===== src/rtl/pst_pkg.sv =====
// Package for the paced semaphore table: default sizes, field widths,
// command codes and the control and status structs between the modules.
// No dependencies.
package pst_pkg;

    localparam int ENTRIES_DEF    = 16;
    localparam int COUNT_BITS_DEF = 16;
    localparam int TIMER_BITS_DEF = 16;

    // At most this many fire words are reported for one consume command.
    localparam int MAX_RESULTS = 16;
    localparam int FIRE_CNT_W  = $clog2(MAX_RESULTS + 1);

    localparam int CMD_W   = 3;
    localparam int ENTRY_W = 4;
    localparam int VAL_W   = 16;
    localparam int MODE_W  = 2;

    typedef enum logic [CMD_W-1:0] {
        CMD_SETUP   = 3'd0,
        CMD_GIVE    = 3'd1,
        CMD_ENABLE  = 3'd2,
        CMD_DISABLE = 3'd3,
        CMD_TICK    = 3'd4,
        CMD_CONSUME = 3'd5
    } cmd_t;

    localparam logic [MODE_W-1:0] MODE_CLEAR = 2'd0;
    localparam logic [MODE_W-1:0] MODE_SET   = 2'd1;

    typedef enum logic [2:0] {
        S_IDLE  = 3'b001,
        S_EX    = 3'b010,
        S_FINAL = 3'b100
    } state_t;

    // Operation applied to the entry record that was just read.
    typedef struct packed {
        cmd_t              cmd;
        logic [MODE_W-1:0] mode;
        logic              allow_fire;
    } ctrl_t;

    // What the update did to that entry.
    typedef struct packed {
        logic fire;
        logic refused;
    } upd_t;

endpackage


===== src/rtl/pst_mem.sv =====
// Entry store of the paced semaphore table: one synchronous memory with a
// registered read port and per-entry valid bits so that reset reads as zero.
// Depends on nothing but its parameters.
module pst_mem #(
    parameter int DEPTH = 16,
    parameter int WIDTH = 66,
    parameter int AW    = 4
) (
    input  logic             clk,
    input  logic             rst_n,
    input  logic [AW-1:0]    rd_addr,
    output logic [WIDTH-1:0] rd_data,
    input  logic             wr_en,
    input  logic [AW-1:0]    wr_addr,
    input  logic [WIDTH-1:0] wr_data
);

    logic [WIDTH-1:0] mem [DEPTH];
    logic [WIDTH-1:0] rd_data_reg;
    logic [DEPTH-1:0] valid_reg;
    logic [DEPTH-1:0] valid_next;
    logic             rd_hit_reg;

    always_ff @(posedge clk)
    begin
        if (wr_en)
        begin
            mem[wr_addr] <= wr_data;
        end
        rd_data_reg <= mem[rd_addr];
    end

    always_comb
    begin
        valid_next = valid_reg;
        if (wr_en)
        begin
            valid_next[wr_addr] = 1'b1;
        end
    end

    always_ff @(posedge clk or negedge rst_n)
    begin
        if (!rst_n)
        begin
            valid_reg  <= '0;
            rd_hit_reg <= 1'b0;
        end
        else
        begin
            valid_reg  <= valid_next;
            rd_hit_reg <= valid_reg[rd_addr];
        end
    end

    // An entry never written since reset holds its reset value of zero.
    assign rd_data = rd_hit_reg ? rd_data_reg : '0;

endmodule


===== src/rtl/pst_alu.sv =====
// Entry update of the paced semaphore table: applies one command to one
// entry record read from the store. Depends on pst_pkg.
module pst_alu
    import pst_pkg::*;
#(
    parameter int COUNT_BITS = COUNT_BITS_DEF,
    parameter int TIMER_BITS = TIMER_BITS_DEF
) (
    input  ctrl_t                                  ctrl,
    input  logic [2*COUNT_BITS+2*TIMER_BITS+1:0]   rec_in,
    input  logic [VAL_W-1:0]                       start_count,
    input  logic [VAL_W-1:0]                       ceiling,
    input  logic [VAL_W-1:0]                       reload_ticks,
    output logic [2*COUNT_BITS+2*TIMER_BITS+1:0]   rec_out,
    output upd_t                                   upd
);

    localparam int REC_W = 2*COUNT_BITS + 2*TIMER_BITS + 2;

    logic [COUNT_BITS-1:0] cnt, ceil_v, cnt_n, ceil_n, cnt_dec;
    logic [TIMER_BITS-1:0] tmr, rld, tmr_n, rld_n, tmr_dec;
    logic                  run, rdy, run_n, rdy_n;
    logic [31:0]           start_w, ceil_w, reload_w;

    assign cnt    = rec_in[COUNT_BITS-1:0];
    assign ceil_v = rec_in[2*COUNT_BITS-1:COUNT_BITS];
    assign tmr    = rec_in[2*COUNT_BITS+TIMER_BITS-1:2*COUNT_BITS];
    assign rld    = rec_in[2*COUNT_BITS+2*TIMER_BITS-1:2*COUNT_BITS+TIMER_BITS];
    assign rdy    = rec_in[REC_W-2];
    assign run    = rec_in[REC_W-1];

    assign start_w  = 32'(start_count);
    assign ceil_w   = 32'(ceiling);
    assign reload_w = 32'(reload_ticks);
    assign cnt_dec  = cnt - COUNT_BITS'(1);
    assign tmr_dec  = tmr - TIMER_BITS'(1);

    always_comb
    begin
        cnt_n       = cnt;
        ceil_n      = ceil_v;
        tmr_n       = tmr;
        rld_n       = rld;
        run_n       = run;
        rdy_n       = rdy;
        upd.fire    = 1'b0;
        upd.refused = 1'b0;
        unique case (ctrl.cmd)
            CMD_SETUP:
            begin
                cnt_n  = start_w[COUNT_BITS-1:0];
                ceil_n = ceil_w[COUNT_BITS-1:0];
                rld_n  = reload_w[TIMER_BITS-1:0];
                tmr_n  = reload_w[TIMER_BITS-1:0];
                run_n  = 1'b0;
                rdy_n  = 1'b0;
            end
            CMD_GIVE:
            begin
                if (cnt < ceil_v)
                begin
                    cnt_n = cnt + COUNT_BITS'(1);
                    if (ctrl.mode == MODE_SET)
                    begin
                        run_n = 1'b1;
                    end
                    else if (ctrl.mode == MODE_CLEAR)
                    begin
                        run_n = 1'b0;
                    end
                end
                else
                begin
                    upd.refused = 1'b1;
                end
            end
            CMD_ENABLE:
            begin
                run_n = 1'b1;
            end
            CMD_DISABLE:
            begin
                run_n = 1'b0;
            end
            CMD_TICK:
            begin
                // A timer already at zero is stuck and never makes the entry ready.
                if (run && !rdy && (tmr != '0))
                begin
                    if (tmr_dec == '0)
                    begin
                        rdy_n = 1'b1;
                        tmr_n = rld;
                    end
                    else
                    begin
                        tmr_n = tmr_dec;
                    end
                end
            end
            CMD_CONSUME:
            begin
                if (ctrl.allow_fire && run && rdy && (cnt != '0))
                begin
                    upd.fire = 1'b1;
                    cnt_n    = cnt_dec;
                    rdy_n    = 1'b0;
                    if (cnt_dec == '0)
                    begin
                        run_n = 1'b0;
                    end
                end
            end
            default:
            begin
            end
        endcase
    end

    assign rec_out = {run_n, rdy_n, rld_n, tmr_n, ceil_n, cnt_n};

endmodule


===== src/rtl/paced_semaphore_table.sv =====
// Paced semaphore table. Setup, give, enable and disable act on one entry: the
// entry is read from the store, then updated and written back in the update state,
// and the single result word is registered from the final state. Tick and consume
// sweep every entry through the one read port of the store, one entry per cycle
// while no fire is held back. Any command is held up while the output side stalls
// and one of its words waits to be handed over. The store needs no clearing pass
// after reset. A new command word is taken only once the previous command has
// placed its last word in the output register.
// Depends on pst_pkg, pst_mem and pst_alu.
module paced_semaphore_table
    import pst_pkg::*;
#(
    parameter int ENTRIES    = ENTRIES_DEF,
    parameter int COUNT_BITS = COUNT_BITS_DEF,
    parameter int TIMER_BITS = TIMER_BITS_DEF
) (
    input  logic               clk,
    input  logic               rst_n,
    input  logic               in_valid,
    output logic               in_stall,
    input  logic [CMD_W-1:0]   command,
    input  logic [ENTRY_W-1:0] entry,
    input  logic [VAL_W-1:0]   start_count,
    input  logic [VAL_W-1:0]   ceiling,
    input  logic [VAL_W-1:0]   reload_ticks,
    input  logic [MODE_W-1:0]  open_mode,
    output logic               out_valid,
    input  logic               out_stall,
    output logic [ENTRY_W-1:0] fired_entry,
    output logic               fired,
    output logic               status,
    output logic [VAL_W-1:0]   remaining,
    output logic               last
);

    localparam int REC_W = 2*COUNT_BITS + 2*TIMER_BITS + 2;
    localparam int IDX_W = (ENTRIES > 1) ? $clog2(ENTRIES) : 1;
    localparam logic [IDX_W-1:0] LAST_IDX = IDX_W'(ENTRIES - 1);

    state_t                state_reg, state_next;
    cmd_t                  cmd_reg, cmd_next;
    logic [MODE_W-1:0]     mode_reg, mode_next;
    logic [VAL_W-1:0]      start_reg, start_next;
    logic [VAL_W-1:0]      ceil_reg, ceil_next;
    logic [VAL_W-1:0]      reload_reg, reload_next;
    logic [IDX_W-1:0]      idx_reg, idx_next;
    logic [FIRE_CNT_W-1:0] fire_cnt_reg, fire_cnt_next;

    logic                  hold_valid_reg, hold_valid_next;
    logic [ENTRY_W-1:0]    hold_entry_reg, hold_entry_next;
    logic                  hold_fired_reg, hold_fired_next;
    logic                  hold_status_reg, hold_status_next;
    logic [VAL_W-1:0]      hold_rem_reg, hold_rem_next;

    logic                  out_valid_reg, out_valid_next;
    logic [ENTRY_W-1:0]    out_entry_reg, out_entry_next;
    logic                  out_fired_reg, out_fired_next;
    logic                  out_status_reg, out_status_next;
    logic [VAL_W-1:0]      out_rem_reg, out_rem_next;
    logic                  out_last_reg, out_last_next;

    logic [IDX_W-1:0]      rd_addr;
    logic                  wr_en;
    logic [REC_W-1:0]      rec_rd, rec_wr;
    ctrl_t                 ctrl;
    upd_t                  upd;

    logic                  accept, out_free, sweep, ex_stall;
    logic [7:0]            ent_w, idx_w;
    logic [31:0]           rem_w;
    logic                  in_range;

    pst_mem #(
        .DEPTH (ENTRIES),
        .WIDTH (REC_W),
        .AW    (IDX_W)
    ) u_mem (
        .clk     (clk),
        .rst_n   (rst_n),
        .rd_addr (rd_addr),
        .rd_data (rec_rd),
        .wr_en   (wr_en),
        .wr_addr (idx_reg),
        .wr_data (rec_wr)
    );

    pst_alu #(
        .COUNT_BITS (COUNT_BITS),
        .TIMER_BITS (TIMER_BITS)
    ) u_alu (
        .ctrl         (ctrl),
        .rec_in       (rec_rd),
        .start_count  (start_reg),
        .ceiling      (ceil_reg),
        .reload_ticks (reload_reg),
        .rec_out      (rec_wr),
        .upd          (upd)
    );

    assign in_stall = (state_reg != S_IDLE);
    assign accept   = in_valid && !in_stall;
    assign out_free = !out_valid_reg || !out_stall;
    assign sweep    = (cmd_reg == CMD_TICK) || (cmd_reg == CMD_CONSUME);

    assign ent_w    = 8'(entry);
    assign idx_w    = 8'(idx_reg);
    assign rem_w    = 32'(rec_wr[COUNT_BITS-1:0]);
    assign in_range = (32'(entry) < 32'(ENTRIES));

    assign ctrl.cmd        = cmd_reg;
    assign ctrl.mode       = mode_reg;
    assign ctrl.allow_fire = (32'(fire_cnt_reg) < 32'(MAX_RESULTS));

    // A fire must wait when the previous fire word still sits in the hold
    // register and the output register cannot take it yet.
    assign ex_stall = upd.fire && hold_valid_reg && !out_free;
    assign wr_en    = (state_reg == S_EX) && !ex_stall;

    always_comb
    begin
        state_next       = state_reg;
        cmd_next         = cmd_reg;
        mode_next        = mode_reg;
        start_next       = start_reg;
        ceil_next        = ceil_reg;
        reload_next      = reload_reg;
        idx_next         = idx_reg;
        fire_cnt_next    = fire_cnt_reg;
        hold_valid_next  = hold_valid_reg;
        hold_entry_next  = hold_entry_reg;
        hold_fired_next  = hold_fired_reg;
        hold_status_next = hold_status_reg;
        hold_rem_next    = hold_rem_reg;
        out_valid_next   = out_valid_reg && out_stall;
        out_entry_next   = out_entry_reg;
        out_fired_next   = out_fired_reg;
        out_status_next  = out_status_reg;
        out_rem_next     = out_rem_reg;
        out_last_next    = out_last_reg;
        rd_addr          = idx_reg;

        unique case (state_reg)
            S_IDLE:
            begin
                if (accept)
                begin
                    cmd_next         = cmd_t'(command);
                    mode_next        = open_mode;
                    start_next       = start_count;
                    ceil_next        = ceiling;
                    reload_next      = reload_ticks;
                    fire_cnt_next    = '0;
                    hold_valid_next  = 1'b0;
                    hold_entry_next  = entry;
                    hold_fired_next  = 1'b0;
                    hold_status_next = 1'b0;
                    hold_rem_next    = '0;
                    unique case (command)
                        CMD_TICK, CMD_CONSUME:
                        begin
                            idx_next   = '0;
                            rd_addr    = '0;
                            state_next = S_EX;
                        end
                        CMD_SETUP, CMD_GIVE, CMD_ENABLE, CMD_DISABLE:
                        begin
                            if (in_range)
                            begin
                                idx_next   = ent_w[IDX_W-1:0];
                                rd_addr    = ent_w[IDX_W-1:0];
                                state_next = S_EX;
                            end
                            else
                            begin
                                // Entry beyond the table: report it, change nothing.
                                hold_valid_next = 1'b1;
                                state_next      = S_FINAL;
                            end
                        end
                        default:
                        begin
                            state_next = S_FINAL;
                        end
                    endcase
                end
            end
            S_EX:
            begin
                if (!sweep)
                begin
                    hold_valid_next  = 1'b1;
                    hold_status_next = upd.refused;
                    hold_rem_next    = rem_w[VAL_W-1:0];
                    state_next       = S_FINAL;
                end
                else if (!ex_stall)
                begin
                    if (upd.fire)
                    begin
                        // The earlier fire is not the last one: pass it on.
                        if (hold_valid_reg)
                        begin
                            out_valid_next  = 1'b1;
                            out_entry_next  = hold_entry_reg;
                            out_fired_next  = hold_fired_reg;
                            out_status_next = hold_status_reg;
                            out_rem_next    = hold_rem_reg;
                            out_last_next   = 1'b0;
                        end
                        hold_valid_next  = 1'b1;
                        hold_entry_next  = idx_w[ENTRY_W-1:0];
                        hold_fired_next  = 1'b1;
                        hold_status_next = 1'b0;
                        hold_rem_next    = rem_w[VAL_W-1:0];
                        fire_cnt_next    = fire_cnt_reg + FIRE_CNT_W'(1);
                    end
                    if (idx_reg == LAST_IDX)
                    begin
                        state_next = S_FINAL;
                    end
                    else
                    begin
                        idx_next = idx_reg + IDX_W'(1);
                        rd_addr  = idx_reg + IDX_W'(1);
                    end
                end
            end
            S_FINAL:
            begin
                if (out_free)
                begin
                    out_valid_next  = 1'b1;
                    out_entry_next  = hold_valid_reg ? hold_entry_reg : '0;
                    out_fired_next  = hold_valid_reg && hold_fired_reg;
                    out_status_next = hold_valid_reg && hold_status_reg;
                    out_rem_next    = hold_valid_reg ? hold_rem_reg : '0;
                    out_last_next   = 1'b1;
                    hold_valid_next = 1'b0;
                    state_next      = S_IDLE;
                end
            end
            default:
            begin
                state_next = S_IDLE;
            end
        endcase
    end

    always_ff @(posedge clk or negedge rst_n)
    begin
        if (!rst_n)
        begin
            state_reg      <= S_IDLE;
            hold_valid_reg <= 1'b0;
            out_valid_reg  <= 1'b0;
            fire_cnt_reg   <= '0;
        end
        else
        begin
            state_reg      <= state_next;
            hold_valid_reg <= hold_valid_next;
            out_valid_reg  <= out_valid_next;
            fire_cnt_reg   <= fire_cnt_next;
        end
    end

    always_ff @(posedge clk)
    begin
        cmd_reg         <= cmd_next;
        mode_reg        <= mode_next;
        start_reg       <= start_next;
        ceil_reg        <= ceil_next;
        reload_reg      <= reload_next;
        idx_reg         <= idx_next;
        hold_entry_reg  <= hold_entry_next;
        hold_fired_reg  <= hold_fired_next;
        hold_status_reg <= hold_status_next;
        hold_rem_reg    <= hold_rem_next;
        out_entry_reg   <= out_entry_next;
        out_fired_reg   <= out_fired_next;
        out_status_reg  <= out_status_next;
        out_rem_reg     <= out_rem_next;
        out_last_reg    <= out_last_next;
    end

    assign out_valid   = out_valid_reg;
    assign fired_entry = out_entry_reg;
    assign fired       = out_fired_reg;
    assign status      = out_status_reg;
    assign remaining   = out_rem_reg;
    assign last        = out_last_reg;

    a_fire_limit: assert property (@(posedge clk) disable iff (!rst_n)
        32'(fire_cnt_reg) <= 32'(MAX_RESULTS))
        else $error("more fires than a consume may report");

    a_write_in_ex: assert property (@(posedge clk) disable iff (!rst_n)
        wr_en |-> (state_reg == S_EX))
        else $error("store written outside the update state");

    a_stall_holds_idx: assert property (@(posedge clk) disable iff (!rst_n)
        ((state_reg == S_EX) && ex_stall) |=> (idx_reg == $past(idx_reg)))
        else $error("sweep moved on while a fire was held back");

    a_fire_no_refuse: assert property (@(posedge clk) disable iff (!rst_n)
        (out_valid_reg && out_fired_reg) |-> !out_status_reg)
        else $error("fire word reports a refused give");

    a_final_to_idle: assert property (@(posedge clk) disable iff (!rst_n)
        ((state_reg == S_FINAL) && out_free) |=> (state_reg == S_IDLE) && out_last_reg)
        else $error("final word not delivered on leaving the final state");

endmodule

===== config.mk =====
export PLATFORM = sky130hd
export DESIGN_NAME = paced_semaphore_table
export DESIGN_NICKNAME = d
export VERILOG_FILES = /design/src/rtl/pst_pkg.sv /design/src/rtl/pst_mem.sv /design/src/rtl/pst_alu.sv /design/src/rtl/paced_semaphore_table.sv
export SDC_FILE = /design/constraint.sdc
export NUM_CORES = 2
export LEC_CHECK = 0
export ABC_AREA = 1
export ABC_CLOCK_PERIOD_IN_PS = 15300
export BUFFER_PORTS_ARGS = -buffer_cell sky130_fd_sc_hd__buf_4
export CORE_AREA = 2 2 324 326
export CTS_CLUSTER_DIAMETER = 120
export DETAILED_ROUTE_END_ITERATION = 10
export DIE_AREA = 0 0 326 328
export PLACE_DENSITY = 0.66
export SKIP_CTS_REPAIR_TIMING = 1
export SYNTH_ARGS = -nofsm -noshare
export SYNTH_HDL_FRONTEND = slang
export SYNTH_HIERARCHICAL = 1
export SYNTH_SLANG_ARGS = --single-unit

===== constraint.sdc =====
create_clock -name clk -period 15.3 [get_ports clk]
set_clock_uncertainty 0.1 [all_clocks]
set_input_delay 3.06 -clock clk [delete_from_list [all_inputs] [get_ports clk]]
set_output_delay 3.06 -clock clk [all_outputs]
set_load 0.02 [all_outputs]

== Word-level counts from Yosys, hierarchy flattened ==
Memories as Yosys holds them, arrays and structs flattened. A register that Yosys moved wholly into a read port is not among the register bits.
Index checks and enable logic that the tools add are counted.
Widths: inputs -> output; s select.
Word-level totals
  memory bits (writable): 1056
  output and inout port bits: 25
  memories: 1
  input bits: 61
  register bits: 129
Memories
  u_mem.mem: depth 16, bits a word 66, rd ports 1, clocked after memory_dff 1, wr ports 1, RTL line pst_mem.sv:18  | logic [WIDTH-1:0] mem [DEPTH];
Cells by class
  mux-type cells: 107
  equality and inequality tests: 25
  bitwise operators: 1
  magnitude comparators: 5
  reduce and logical (&&, ||, !) cells: 41
  add/subtract/negate cells: 5
Operators with widths (number)
  $mux 16: 16
  $pmux 16 s2: 3
  $mux 66: 1
  $mux 4: 14
  $pmux 16 s3: 1
  $mux 1: 45
  $logic_not 16->1: 2
  $pmux 4 s2: 4
  $reduce_bool 16->1: 2
  $sub 16x1->16 const B: 2
  $mux 5: 4
  $mux 3: 6
  $add 16x1->16 const B: 1
  $lt 16x16->1: 1
  $or 16x16->16: 1
  $eq 3x2->1 const B: 5
  $eq 3x3->1 const B: 5
  $logic_and 1x1->1: 13
  $ne 2x2->1 const B: 6
  $pmux 1 s2: 6
  $lt 4x5->1 const B: 2
  $pmux 5 s2: 1
  $reduce_and 5->1: 2
  $eq 3x1->1 const B: 3
  26 further kinds: 38

== Depth between registers and ports, before layout ==
  word-level depth: 13
  gate-level depth with buffers: 31

== Cells and area by module ==
The synthesis kept the hierarchy.
Modules (own cells, without submodules)
  pst_mem: area each 47611.9 um2, instances 1, cells an instance 4564
  paced_semaphore_table: area each 4304.1 um2, instances 1, cells an instance 344
  pst_alu: area each 3405.8 um2, instances 1, cells an instance 711

== Worst setup path after synthesis ==
No wires, ideal clock.
  path kind: input -> register
  from: input port out_stall
  to: memory u_mem.mem[12][0], enable pin
  arrival time: 6.404 ns
  stages on the path: 5
  setup time: 0.491 ns
  setup slack: 8.305 ns
  path through: nand2_1 nor2_1 nor2_1 nand3_1 nor2_1
Between the ends
  word-level cells in the longest chain between the ends: 8
RTL lines
  start, declared: RTL line paced_semaphore_table.sv:28  | input logic out_stall,
  $logic_not 1->1: RTL line paced_semaphore_table.sv:102  | assign out_free = !out_valid_reg || !out_stall;
  $logic_or 1x1->1: RTL line paced_semaphore_table.sv:102
  $logic_not 1->1: RTL line paced_semaphore_table.sv:116  | assign ex_stall = upd.fire && hold_valid_reg && !out_free;
  $logic_and 1x1->1: RTL line paced_semaphore_table.sv:116
  $logic_not 1->1
  $logic_and 1x1->1: RTL line paced_semaphore_table.sv:117  | assign wr_en = (state_reg == S_EX) && !ex_stall;
  named net wr_en: RTL line paced_semaphore_table.sv:63  | logic wr_en;
  $mux 1: RTL line pst_mem.sv:26  | if (wr_en)
  $mux 1 (implied by the code): RTL line pst_mem.sv:28  | mem[wr_addr] <= wr_data;
  end, declared: RTL line pst_mem.sv:18
The timed path passes the listed nets, and every way through them passes these cells.

==> results.md <==
Route:
- Dividing the detail-routed wire length by the instance count gives 20.2 um.
- The number of DRC markers after the initial detailed-route iteration is 4291.
- The routed layout has 38600 vias.
- Wires add up to 144000 um.
- After detailed routing, the number of vias per cell comes to 5.41.
- For this run, design rule violations remaining after detail routing come to 0.
- For this run, the detailed router's first-pass iteration total came to 6.
- Once detail routing completed, the nets flagged for antenna violations numbered 0.

Synthesis:
- The sequential element share of the synthesized area is 66.4%.
- The post-synthesis cell count is 5619.
- The warning count from the yosys run is 6.
- Of all cell types, the one taking the most synthesized area is sky130_fd_sc_hd__edfxtp_1.
- By area the synthesized netlist is led by sky130_fd_sc_hd__edfxtp_1 (63%), sky130_fd_sc_hd__nand2_1 (12%), sky130_fd_sc_hd__nand3_1 (8.2%), sky130_fd_sc_hd__inv_1 (7.0%), sky130_fd_sc_hd__dfxtp_1 (2.5%).
- The cell area that synthesis handed to floorplanning was 55300 um^2.
- The number of nets produced by synthesis is 5702.
- After synthesis, the share of flip-flops with an asynchronous set or reset is 2.16%.
- After synthesis the netlist holds a flip-flop and latch count of 1251.
- Averaged over all synthesized cells, the footprint is 9.85 um^2.
- The netlist uses 41 different library cells.
- For this run, the leading register cell type out of synthesis is sky130_fd_sc_hd__edfxtp_1.
- The most instantiated library cell after synthesis is sky130_fd_sc_hd__nand2_1.
- In this run, synthesis inferred 1154 flip-flops with an integrated enable.
- After synthesis, the largest area contributor takes up 62.6% of total cell area.
- Counting instances in the post-synthesis netlist gives the leading cell types as sky130_fd_sc_hd__nand2_1 (1772), sky130_fd_sc_hd__edfxtp_1 (1154), sky130_fd_sc_hd__inv_1 (1028).

Finish:
- Fill cells in the final layout number 8458.
- The synthesis-to-finish area growth is 11.3%.
- The share of final-layout standard cells stronger than drive strength 1 is 7.31%.
- The number of flip-flops in the largest register is 1056.
- After the last flow step, the layout net total stands at 5738.

Power and ir drop:
- The internal portion of the total power is 7790 uW.
- Summed over all cells, the static leakage comes to 0.0267 uW.
- The clock share of power is 24.4%.
- The part of the power in registers is 36.4%.
- The peak supply drop is 0.367 mV.
- The areal power density over the cells is 212 nW/um^2.
- The share of total power dissipated in combinational logic is 39.2%.
- In this run the power spent charging and discharging nets is 5240 uW.
- Net switching is 40.2% of the power.

Clock network:
- The number of buffers added by the clock tree synthesis step is 132.
- The maximum level of the CTS H-tree is 4.
- CTS saw 1251 sinks.
- The source-to-sink clock delay at the later pin of the worst-skew pair is 750 ps.
- The largest buffer count on any clock path is 3.
- The clock tree from TritonCTS is yes.
- The clock slew seen by the registers of the worst setup and hold paths is 60 ps.
- The cell at the root of the clock tree is sky130_fd_sc_hd__clkbuf_16.

Critical path:
- The worst path arrival time is 8170 ps.
- STA classifies the critical path endpoint as a flip-flop.
- In this run the worst path has a maximum fanout of 277.
- The sort of element at the start of the critical path is a flip-flop.
- The critical path required time is 15870 ps.
- By startpoint and endpoint, the worst setup path is classified as flip-flop to flip-flop.

Place:
- The number of input and output port buffers inserted is 85.
- The wire-length estimate of the detail-placed layout is 73500 um.
- The routability-driven placement congestion ratio is 0.922.
- The worst setup timing slack at the placement stage is 7790 ps.

Global routing:
- The first-pass GRT wire length is 219000 um.
- For this run the aggregate overflow at the end of global routing stands at 0.
- The largest net degree at the start of global routing is 278.
- The overall global routing resource usage is 27.1%.
- The initial antenna violation count came to 2.
- The via count of the first global-routing pass is 36500.

STA:
- After layout, the worst path uses 49.7% of the clock period.
- The final-report hold violation count is 0.
- The number of max-slew violations in the final report was 0.
- The worst max-slew margin expressed relative to the limit is 15.7%.
- Setup violations remaining at the end of the flow were counted as 0.
- Based on the critical path, the design can be clocked at up to 132 MHz.
- The accumulated negative setup slack is 0 ps.
- The minimum clock period is 7600 ps.
- For the pin with the worst max-slew slack, the measured transition is 1260 ps.
- The setup slack after layout is 7700 ps.
- Setup repair after global routing left no endpoint under its margin.

Floorplanning:
- The initialized floorplan defines 118 standard-cell rows.
- The die boundary width is 326 um.
- Pin placement for this block handled 86 I/O pins.
- The initial cell density of the core is 53.6%.
- The die covers 107000 um^2.
- The core region is 103000 um^2.
- The height of the die is 328 um.

Flow run:
- The count of maximum capacitance violations is 0.

Hold path:
- The worst min-delay path class is flip-flop to flip-flop.

Status:
- The run finished with clean final reports.
path summary, 6_finish.rpt:
path | start | endpoint | slack [ps] | cells past startpoint
min in group asynchronous | rst_n | u_mem/valid_reg[14] | 2120 | 1
worst min register to register | u_mem/valid_reg[0] | u_mem/valid_reg[0] | 350 | 2
max in group asynchronous | rst_n | state_reg[0] | 12650 | 1
worst max register to register | u_mem/rd_hit_reg | u_mem/rd_data_reg[14] | 7700 | 24
worst min-delay path | u_mem/valid_reg[0] | u_mem/valid_reg[0] | 350 | 2
worst max-delay path | u_mem/rd_hit_reg | u_mem/rd_data_reg[14] | 7700 | 24
stage by stage:
step | utilization [%] | hold slack (ps) | cells | instance area [um^2] | total power, uW
floorplan | - | 328 | 5619 | 55300 | 8280
global placement | 55.5 | 341 | 6901 | 57200 | 9780
detailed placement | 55.5 | 348 | 6901 | 57200 | 9850
CTS | 59.6 | 359 | 7140 | 61600 | 13000
global route | 59.6 | 388 | 7140 | 61600 | 13800
finish | 59.7 | 353 | 7142 | 61600 | 13000
cells by family (layout without fill, tap and decap cells):
group,count (synthesis),count (layout),share of synthesized area (%)
adders and majority gates,22,22,0.498
buffers and inverters,1305,1446,9.42
xor gates and xnor gates,18,18,0.285
AOI/OAI and AO/OA,146,146,1.39
and+or+nand+nor,2876,2876,22.0
DFF,1251,1251,66.4
other,0,2,0
muxes,1,1,0.0204
layout make-up:
class	count	area (um^2)	area share, %
Clock buffer	185	3760	6.11
Tap cell	1380	1730	2.80
Inverter	1043	3950	6.41
Multi-Input combinational cell	3063	13600	22.0
Clock inverter	54	566	0.919
Sequential cell	1251	36700	59.7
Timing Repair Buffer	164	1270	2.06
Antenna cell	2	5.00	0.00813
power by group through the flow:
stage | clock network, uW | logic, uW | registers, uW
4_1_cts | 3220 | 5070 | 4740
3_5_place_dp | 0 | 5040 | 4810
3_3_place_gp | 0 | 4970 | 4810
6_report | 3180 | 5110 | 4740
2_1_floorplan | 0 | 3510 | 4770
5_1_grt | 3360 | 5640 | 4760
placed cells by master (no fill, tap or decap), types with 4 or more instances in the layout:
cell	instances
sky130_fd_sc_hd__inv_2	9
sky130_fd_sc_hd__nand3_1	905
sky130_fd_sc_hd__edfxtp_1	1154
sky130_fd_sc_hd__clkinv_2	20
sky130_fd_sc_hd__bufinv_16	9
sky130_fd_sc_hd__nand2_1	1770
sky130_fd_sc_hd__nand4_1	20
sky130_fd_sc_hd__nor2_2	4
sky130_fd_sc_hd__a21oi_1	30
sky130_fd_sc_hd__buf_4	161
sky130_fd_sc_hd__clkbuf_16	137
sky130_fd_sc_hd__clkbuf_8	15
sky130_fd_sc_hd__dfrtp_1	25
sky130_fd_sc_hd__dfxtp_1	70
sky130_fd_sc_hd__clkinv_1	15
sky130_fd_sc_hd__a22oi_1	4
sky130_fd_sc_hd__nand2_2	4
sky130_fd_sc_hd__ha_1	22
sky130_fd_sc_hd__clkinv_8	4
sky130_fd_sc_hd__nor2_1	120
sky130_fd_sc_hd__nor2_4	23
sky130_fd_sc_hd__o21ai_1	7
sky130_fd_sc_hd__inv_6	6
sky130_fd_sc_hd__nand3b_1	4
sky130_fd_sc_hd__o21ai_0	94
sky130_fd_sc_hd__clkbuf_1	33
sky130_fd_sc_hd__inv_1	1027
sky130_fd_sc_hd__xor2_1	15
sky130_fd_sc_hd__o211ai_1	6
sky130_fd_sc_hd__nor3_1	13
routing by layer:
layer	up-vias	wire, um	share of wire [%]	global-route usage, %
met3	273	12700	8.8	4.47
met2	1676	67800	47	43.9
met5	-	0	0	0
met4	0	4060	2.8	9.08
li1	18100	-	-	-
met1	18600	59800	41	37.4
worst max-delay path: stages, from the launching register on:
cell and delay [ps]:
sky130_fd_sc_hd__dfrtp_4 870, sky130_fd_sc_hd__buf_4 650, sky130_fd_sc_hd__nand2_1 100, sky130_fd_sc_hd__inv_1 340, sky130_fd_sc_hd__nand3_1 310, sky130_fd_sc_hd__a21oi_2 190
sky130_fd_sc_hd__buf_4 250, sky130_fd_sc_hd__nand2_1 100, sky130_fd_sc_hd__inv_1 190, sky130_fd_sc_hd__nand2_1 90, sky130_fd_sc_hd__nor2_1 260, sky130_fd_sc_hd__nor2_1 100
sky130_fd_sc_hd__nand2_1 120, sky130_fd_sc_hd__nor2_1 50, sky130_fd_sc_hd__a21oi_1 200, sky130_fd_sc_hd__nand2_4 290, sky130_fd_sc_hd__inv_16 640, sky130_fd_sc_hd__buf_4 840
sky130_fd_sc_hd__buf_12 700, sky130_fd_sc_hd__nand2_1 130, sky130_fd_sc_hd__nand2_1 100, sky130_fd_sc_hd__nand2_1 50, sky130_fd_sc_hd__nand3_1 90, sky130_fd_sc_hd__nand3_1 160
sky130_fd_sc_hd__nand2_1 130
(Power assumes the default switching activity.)
